==> src/hdl/efr_pkg.sv <==
package efr_pkg;

  // receive phases
  typedef enum logic [2:0] {
    PH_HUNT1   = 3'd0,
    PH_HUNT2   = 3'd1,
    PH_LEN_LO  = 3'd2,
    PH_LEN_HI  = 3'd3,
    PH_PAYLOAD = 3'd4,
    PH_CHECK   = 3'd5
  } phase_e;

  // result status codes
  typedef enum logic [2:0] {
    ST_PAYLOAD = 3'd0,
    ST_GOOD    = 3'd1,
    ST_BADHDR  = 3'd2,
    ST_BADESC  = 3'd3,
    ST_BADCHK  = 3'd4,
    ST_TOOLONG = 3'd5
  } status_e;

  // register indexes (byte address = 4 * index)
  typedef enum logic [1:0] {
    REG_HEADER_FIRST  = 2'd0,
    REG_HEADER_SECOND = 2'd1,
    REG_MAX_LENGTH    = 2'd2,
    REG_UNUSED        = 2'd3
  } reg_idx_e;

  localparam int unsigned AddrWidth = 4;
  localparam int unsigned DataWidth = 32;

  localparam logic [7:0]  HeaderFirstRst  = 8'hAA;
  localparam logic [7:0]  HeaderSecondRst = 8'h55;
  localparam logic [15:0] MaxLengthRst    = 16'hFFFF;

  // one result word
  typedef struct packed {
    status_e     status;
    logic [7:0]  payload_byte;
    logic [15:0] position;
  } result_t;

endpackage

==> src/hdl/escaped_frame_receiver.sv <==
// Channel   Dir  Handshake                     Word
// --------  ---  ----------------------------  ---------------------------------
// in        in   in_valid_i / in_stall_o       rx_byte_i
// out       out  out_valid_o / out_stall_i     status_o, payload_byte_o, position_o
// cfg       in   APB psel/penable/pwrite       paddr, pwdata -> prdata, pready
//
// One byte per cycle sustained while the output is not stalled; a byte's result
// (if any) is registered: the byte is held in the input register while
// the deframer logic computes its result into the output register.
// Reset (rst_ni low, async) returns to hunting for the first header byte and
// restores the register defaults. A stall on the output holds the result
// register and, once the input register is full too, stalls the input.
module escaped_frame_receiver (
  input  logic                           clk_i,
  input  logic                           rst_ni,
  // input bytes
  input  logic                           in_valid_i,
  output logic                           in_stall_o,
  input  logic [7:0]                     rx_byte_i,
  // results
  output logic                           out_valid_o,
  input  logic                           out_stall_i,
  output logic [2:0]                     status_o,
  output logic [7:0]                     payload_byte_o,
  output logic [15:0]                    position_o,
  // configuration
  input  logic                           psel,
  input  logic                           penable,
  input  logic                           pwrite,
  input  logic [efr_pkg::AddrWidth-1:0]  paddr,
  input  logic [efr_pkg::DataWidth-1:0]  pwdata,
  output logic [efr_pkg::DataWidth-1:0]  prdata,
  output logic                           pready
);

  import efr_pkg::*;

  // ---------------------------------------------------------------------------
  // Configuration registers
  // ---------------------------------------------------------------------------
  logic [7:0]  hdr_first_q, hdr_second_q;
  logic [15:0] max_len_q;
  logic        cfg_wr;
  reg_idx_e    cfg_idx;

  assign pready  = 1'b1;
  assign cfg_wr  = psel & penable & pwrite;
  assign cfg_idx = reg_idx_e'(paddr[3:2]);

  always_ff @(posedge clk_i or negedge rst_ni) begin
    if (!rst_ni) begin
      hdr_first_q  <= HeaderFirstRst;
      hdr_second_q <= HeaderSecondRst;
      max_len_q    <= MaxLengthRst;
    end else if (cfg_wr) begin
      unique case (cfg_idx)
        REG_HEADER_FIRST:  hdr_first_q  <= pwdata[7:0];
        REG_HEADER_SECOND: hdr_second_q <= pwdata[7:0];
        REG_MAX_LENGTH:    max_len_q    <= pwdata[15:0];
        default: ;  // no register there
      endcase
    end
  end

  always_comb begin
    prdata = '0;
    unique case (cfg_idx)
      REG_HEADER_FIRST:  prdata = {{(DataWidth-8){1'b0}}, hdr_first_q};
      REG_HEADER_SECOND: prdata = {{(DataWidth-8){1'b0}}, hdr_second_q};
      REG_MAX_LENGTH:    prdata = {{(DataWidth-16){1'b0}}, max_len_q};
      default:           prdata = '0;
    endcase
  end

  // ---------------------------------------------------------------------------
  // Input register
  // ---------------------------------------------------------------------------
  logic       in_vld_q, in_vld_d;
  logic [7:0] in_byte_q;
  logic       in_fire;
  logic       adv;  // input word moves through the deframer this cycle

  logic       out_vld_q, out_vld_d;
  result_t    out_q;

  // result register free, or being emptied this cycle
  assign adv        = in_vld_q & (~out_vld_q | ~out_stall_i);
  assign in_stall_o = in_vld_q & ~adv;
  assign in_fire    = in_valid_i & ~in_stall_o;
  assign in_vld_d   = in_fire | (in_vld_q & ~adv);

  always_ff @(posedge clk_i or negedge rst_ni) begin
    if (!rst_ni) begin
      in_vld_q <= 1'b0;
    end else begin
      in_vld_q <= in_vld_d;
    end
  end

  always_ff @(posedge clk_i) begin
    if (in_fire) begin
      in_byte_q <= rx_byte_i;
    end
  end

  // ---------------------------------------------------------------------------
  // Deframer state
  // ---------------------------------------------------------------------------
  phase_e      phase_q, phase_d;
  logic        esc_q, esc_d;
  logic [15:0] flen_q, flen_d;
  logic [15:0] bcnt_q, bcnt_d;
  logic [7:0]  chk_q, chk_d;

  logic        emit;
  result_t     res;
  logic [7:0]  b;
  logic [15:0] len_full;
  logic [15:0] bcnt_inc;

  assign b        = in_byte_q;
  assign len_full = {b, flen_q[7:0]};
  assign bcnt_inc = bcnt_q + 16'd1;

  // next state
  always_comb begin
    phase_d = phase_q;
    esc_d   = esc_q;
    flen_d  = flen_q;
    bcnt_d  = bcnt_q;
    chk_d   = chk_q;
    unique case (phase_q)
      PH_HUNT1: begin
        if (b == hdr_first_q) phase_d = PH_HUNT2;
      end
      PH_HUNT2: begin
        if (b == hdr_second_q) begin
          phase_d = PH_LEN_LO;
          esc_d   = 1'b0;
          flen_d  = '0;
          bcnt_d  = '0;
          chk_d   = '0;
        end else begin
          phase_d = PH_HUNT1;
        end
      end
      PH_LEN_LO, PH_LEN_HI, PH_PAYLOAD, PH_CHECK: begin
        if (esc_q && b != hdr_first_q) begin
          // broken stuffing: drop the byte and resync
          esc_d   = 1'b0;
          phase_d = PH_HUNT1;
        end else if (!esc_q && b == hdr_first_q) begin
          esc_d = 1'b1;  // wait for its double
        end else begin
          esc_d = 1'b0;
          unique case (phase_q)
            PH_LEN_LO: begin
              flen_d  = {8'h00, b};
              chk_d   = b;
              phase_d = PH_LEN_HI;
            end
            PH_LEN_HI: begin
              flen_d = len_full;
              chk_d  = chk_q ^ b;
              bcnt_d = '0;
              if (len_full > max_len_q)  phase_d = PH_HUNT1;
              else if (len_full == '0)   phase_d = PH_CHECK;
              else                       phase_d = PH_PAYLOAD;
            end
            PH_PAYLOAD: begin
              chk_d  = chk_q ^ b;
              bcnt_d = bcnt_inc;
              if (bcnt_inc == flen_q) phase_d = PH_CHECK;
            end
            default: phase_d = PH_HUNT1;  // check byte ends the frame
          endcase
        end
      end
      default: begin
        phase_d = PH_HUNT1;
        esc_d   = 1'b0;
      end
    endcase
  end

  // result word
  always_comb begin
    emit             = 1'b0;
    res.status       = ST_PAYLOAD;
    res.payload_byte = '0;
    res.position     = '0;
    unique case (phase_q)
      PH_HUNT2: begin
        if (b != hdr_second_q) begin
          emit       = 1'b1;
          res.status = ST_BADHDR;
        end
      end
      PH_LEN_LO, PH_LEN_HI, PH_PAYLOAD, PH_CHECK: begin
        if (esc_q && b != hdr_first_q) begin
          emit         = 1'b1;
          res.status   = ST_BADESC;
          res.position = (phase_q == PH_PAYLOAD || phase_q == PH_CHECK) ? flen_q : '0;
        end else if (esc_q || b != hdr_first_q) begin
          unique case (phase_q)
            PH_LEN_HI: begin
              if (len_full > max_len_q) begin
                emit         = 1'b1;
                res.status   = ST_TOOLONG;
                res.position = len_full;
              end
            end
            PH_PAYLOAD: begin
              emit             = 1'b1;
              res.status       = ST_PAYLOAD;
              res.payload_byte = b;
              res.position     = bcnt_q;
            end
            PH_CHECK: begin
              emit         = 1'b1;
              res.status   = (b == chk_q) ? ST_GOOD : ST_BADCHK;
              res.position = flen_q;
            end
            default: ;  // low length byte: nothing out
          endcase
        end
      end
      default: ;  // hunting: noise gives no result
    endcase
  end

  always_ff @(posedge clk_i or negedge rst_ni) begin
    if (!rst_ni) begin
      phase_q <= PH_HUNT1;
      esc_q   <= 1'b0;
      flen_q  <= '0;
      bcnt_q  <= '0;
      chk_q   <= '0;
    end else if (adv) begin
      phase_q <= phase_d;
      esc_q   <= esc_d;
      flen_q  <= flen_d;
      bcnt_q  <= bcnt_d;
      chk_q   <= chk_d;
    end
  end

  // ---------------------------------------------------------------------------
  // Result register
  // ---------------------------------------------------------------------------
  always_comb begin
    if (adv)               out_vld_d = emit;
    else if (!out_stall_i) out_vld_d = 1'b0;
    else                   out_vld_d = out_vld_q;
  end

  always_ff @(posedge clk_i or negedge rst_ni) begin
    if (!rst_ni) begin
      out_vld_q <= 1'b0;
    end else begin
      out_vld_q <= out_vld_d;
    end
  end

  always_ff @(posedge clk_i) begin
    if (adv && emit) begin
      out_q <= res;
    end
  end

  assign out_valid_o    = out_vld_q;
  assign status_o       = out_q.status;
  assign payload_byte_o = out_q.payload_byte;
  assign position_o     = out_q.position;

`ifndef NO_ASSERTIONS
  // escape state never survives outside the stuffed fields
  a_no_esc_hunting: assert property (@(posedge clk_i) disable iff (!rst_ni)
    (phase_q == PH_HUNT1 || phase_q == PH_HUNT2) |-> !esc_q)
    else $error("escape flag set while hunting");

  // payload phase always has bytes left to take
  a_count_in_range: assert property (@(posedge clk_i) disable iff (!rst_ni)
    (phase_q == PH_PAYLOAD) |-> (bcnt_q < flen_q))
    else $error("payload count reached frame length");

  // only payload words carry data
  a_status_data: assert property (@(posedge clk_i) disable iff (!rst_ni)
    (out_vld_q && out_q.status != ST_PAYLOAD) |-> (out_q.payload_byte == '0))
    else $error("end status with nonzero payload byte");

  // a held result is not overwritten
  a_hold_result: assert property (@(posedge clk_i) disable iff (!rst_ni)
    (out_vld_q && out_stall_i) |=> (out_vld_q && $stable(out_q)))
    else $error("stalled result lost");
`endif

endmodule
==> config.mk <==
export PLATFORM = sky130hd
export DESIGN_NAME = escaped_frame_receiver
export DESIGN_NICKNAME = d
export VERILOG_FILES = /design/src/hdl/efr_pkg.sv /design/src/hdl/escaped_frame_receiver.sv
export SDC_FILE = /design/constraint.sdc
export NUM_CORES = 1
export LEC_CHECK = 0
export BUFFER_PORTS_ARGS = -buffer_cell sky130_fd_sc_hd__buf_2
export CAP_MARGIN = 10
export CORE_ASPECT_RATIO = 0.9
export CORE_MARGIN = 8
export CORE_UTILIZATION = 57
export DETAILED_ROUTE_END_ITERATION = 8
export PLACE_DENSITY = 0.81
export SYNTH_ARGS = -nofsm -noshare
export SYNTH_HDL_FRONTEND = slang
export SYNTH_SLANG_ARGS = --single-unit
==> constraint.sdc <==
create_clock -name clk_i -period 3.29 [get_ports clk_i]
set_input_delay 0.329 -clock clk_i [delete_from_list [all_inputs] [get_ports clk_i]]
set_output_delay 0.329 -clock clk_i [all_outputs]
set_load 0.01 [all_outputs]
==> impl_results.md <==
* HP Class: input pin to async pin
* Post-route clock period utilization at 90.42%
* Largest driver fanout on the critical path at 13
* Setup Fix Bufs, Post-CTS at 0
* Maximum capacitance violations at 0
* Total via count in the routed design at 5544
* Seq cells post-synth at 113
* Die footprint at roughly 0.015 mm^2
* Power Dens Cells at 735.4 mW/mm^2
* Longest Clk Path Bufs at 2
* Critical path data required time at 3.60 ns
* Number of setup violations in the final report at 0
* Final weighted congestion of routability-driven global placement at between 0.9 and 1
* Final hold slack at 0.004414 ns
* Post-route minimum period at 2.975 ns
* Effective utilization at floorplan at roughly 58%
* First-pass GRT wire length at ~28000 um
* Largest area contributor in the netlist: dfrtp_1
* Post-Route Skew at 0.008273 ns
* Internal Pwr Total at 3.758 mW
* DRC errors left at 0
* Distinct cell type count of the synthesized netlist at 67
* Largest cells by area after synthesis: dfrtp_1 20%, edfxtp_1 16%, dfstp_2 9.4%
* Layout overhead on the synthesized area at 16.59%
* Slew HR at 45.58%
* Post-CTS resize count at 0
* Fraction of power spent switching nets at 34.47%
* Slew @ Worst Pin at 0.8163 ns
* Routed length per instance at 18.70 um
* Remaining antenna violation count at 0
* Share of synthesized flip-flops with an asynchronous set or reset at between 60% and 70%
* Number of hold-slack violations in the final timing report at 0
* Area of the mapped netlist at 0.006689 mm^2
* Root Driver: clkbuf_16
* Fin util at approximately two thirds
* H-tree levels at 4
* Count of boundary I/O pins at between 100 and 150
* Number of hold-repair buffers added at the cts stage at 0
* Count of input and output buffers at 77
* Fmax at roughly 340 MHz
* Clock power frac at 30.7%
* Primary flip-flop cell chosen by synthesis mapping: dfrtp_1
* Post-Synthesis Cells at 680
* CTS tree: done
* Comb pwr share at 32.1%
* Antenna diode count at 0
* Filler cell count at 888
* Layout cell share with drive strength beyond 1 at 25.39%
* Clock Sinks at about 110
* Arrival time at the worst endpoint at between 3 and 4 ns
* Worst voltage drop across the vdd grid at 0.3763 mV
* Area used by sequential logic in the layout at between 0.003 and 0.004 mm^2
* Setup Total Neg Slack at 0 ns
* Setup crit end kind: register
* Post-DP HPWL at 12290 um
* Detailed Routing Iterations Pass 1 at 7
* Number of global-route vias before repair at 5520
* DRT iter0 DRCs at between 400 and 500
* Die Y at 118.8 um
* Register clock-pin slew on the reported worst setup and hold paths at 0.05 ns
* Outcome: completed
* Ys Warns at 0
* Startpoint kind of the worst setup timing path: register
* Total CTS buffers at 17
* Number of flops mapped to enable cells by yosys at 35
* Std-Cell Core Area at approximately 0.011 mm^2
* Area of combinational cells with multiple inputs at 0.003252 mm^2
* Register area share after synthesis at 45.34%
* Post-synth top area share at 20.20%
* Net load switching power at 1.977 mW
* Number of antenna violations at the first check in global routing at 0
* Power share of the sequential group at roughly 37%
* Clk_lat worst skew at 0.42 ns
* Total GRT Usage at a little under a quarter
* RSZ-0062 raised after global routing: no
* Total leakage power at 3.483 nW
* Layout Nets at between 800 and 900
* Largest net degree at the start of global routing at 46
* Via-per-instance ratio at 5.974
* Final max-slew violation count at 0
* Total wire length at approximately 17000 um
* Syn_area_per_cell at approximately 9.8 um^2
* GRT overflow at 0
* Critical path class: register to register
* Std-Cell Rows at 37
* Die width at 130.2 um
final cells by class:
cell class / instances / share of cell area (%)
Clock inverter: 5 / 0.6417
Sequential cell: 113 / 38.89
Inverter: 37 / 1.781
Multi-Input combinational cell: 487 / 41.70
Clock buffer: 27 / 6.722
Tap cell: 156 / 2.503
Timing Repair Buffer: 103 / 7.765
cells in the final DEF, fill, tap and decap left out, types with 19 or more instances in the layout:
cell / Yosys / final
a21oi_1: 19 / 19
inv_1: 37 / 37
edfxtp_1: 35 / 35
o21ai_0: 72 / 72
buf_4: 19 / 24
xor2_1: 20 / 20
buf_2: 7 / 77
dfstp_2: 24 / 24
nand2_1: 62 / 62
nor2_1: 33 / 33
xnor2_1: 28 / 28
mux2_2: 25 / 25
dfrtp_1: 54 / 54
per-stage QoR:
| stage | total power, mW | area [um^2] | setup WS, ns | cells |
|---|---|---|---|---|
| 2_1_floorplan | 3.376 | 6745 | 0.3990 | 695 |
| 3_3_place_gp | 3.865 | 7224 | 0.4760 | 896 |
| 3_5_place_dp | 3.954 | 7224 | 0.3875 | 896 |
| 4_1_cts | 5.741 | 7799 | 0.3559 | 928 |
| 5_1_grt | 6.054 | 7799 | 0.09567 | 928 |
| 6_report | 5.735 | 7799 | 0.3151 | 928 |
cells by family (layout without fill, tap and decap cells):
group	count (synthesis)	after routing	share of synthesized area (%)
AND/OR/NAND/NOR	210	210	16.48
AO/OA/AOI/OAI	153	153	14.82
flip-flops	113	113	45.34
buffers and inverters	95	172	7.033
XOR/XNOR	48	48	6.285
multiplexers	41	41	6.603
adder cells (fa/ha/maj)	18	18	3.330
other	2	17	0.1123
registers in the layout, summed over array words and instances (netlist names), 3 cells and up:
name and flops:
b 8, bcnt_q 16, chk_q 8, flen_q 16, hdr_first_q 8, hdr_second_q 8
max_len_q 16, payload_byte_o 8, phase_q 3, position_o 16, status_o 3
cell usage after synthesis (19+ instances only):
cell / n
o21ai_0: 72
clkbuf_1: 25
dfrtp_1: 54
nand2_1: 62
dfstp_2: 24
xnor2_1: 28
nor2_1: 33
inv_1: 37
xor2_1: 20
buf_4: 19
mux2_2: 25
a21oi_1: 19
edfxtp_1: 35
power by group through the flow:
| stage | combinational (mW) | sequential [mW] | clock, mW |
|---|---|---|---|
| 3_5_place_dp | 1.81 | 2.15 | 0 |
| 3_3_place_gp | 1.73 | 2.13 | 0 |
| 5_1_grt | 2.04 | 2.17 | 1.84 |
| 6_report | 1.84 | 2.13 | 1.76 |
| 4_1_cts | 1.83 | 2.13 | 1.78 |
| 2_1_floorplan | 1.30 | 2.08 | 0 |
routing by layer:
| metal | GRT usage (%) | share of wire, % |
|---|---|---|
| met1 | 29.02 | 41 |
| met2 | 36.23 | 47 |
| met3 | 7.326 | 9.0 |
| met4 | 10.51 | 3.2 |
| met5 | 0 | 0 |
worst paths after layout:
check,startpoint,end,slack [ns],cells past startpoint
max,b[6]$_DFFE_PP_,chk_q[0]$_DFFE_PN0P_,0.32,7
min,rst_ni,in_vld_q$_DFF_PN0_,0.004,1
max reg2reg,b[6]$_DFFE_PP_,chk_q[0]$_DFFE_PN0P_,0.32,7
min reg2reg,chk_q[7]$_DFFE_PN0P_,chk_q[7]$_DFFE_PN0P_,0.49,1
max in group asynchronous,rst_ni,bcnt_q[2]$_DFFE_PN0P_,2.55,2
min in group clk_i,rx_byte_i[0],b[0]$_DFFE_PP_,0.09,1
worst max-delay path: stages (launching register included):
cell      delay (ns)
edfxtp_1        0.70
xor2_1          0.27
nor4_1          0.35
a21boi_1        0.17
or2_2           0.44
a211oi_2        0.56
nand2_1         0.11
o21ai_0         0.25
No activity file was read; power rests on OpenSTA's default activity.
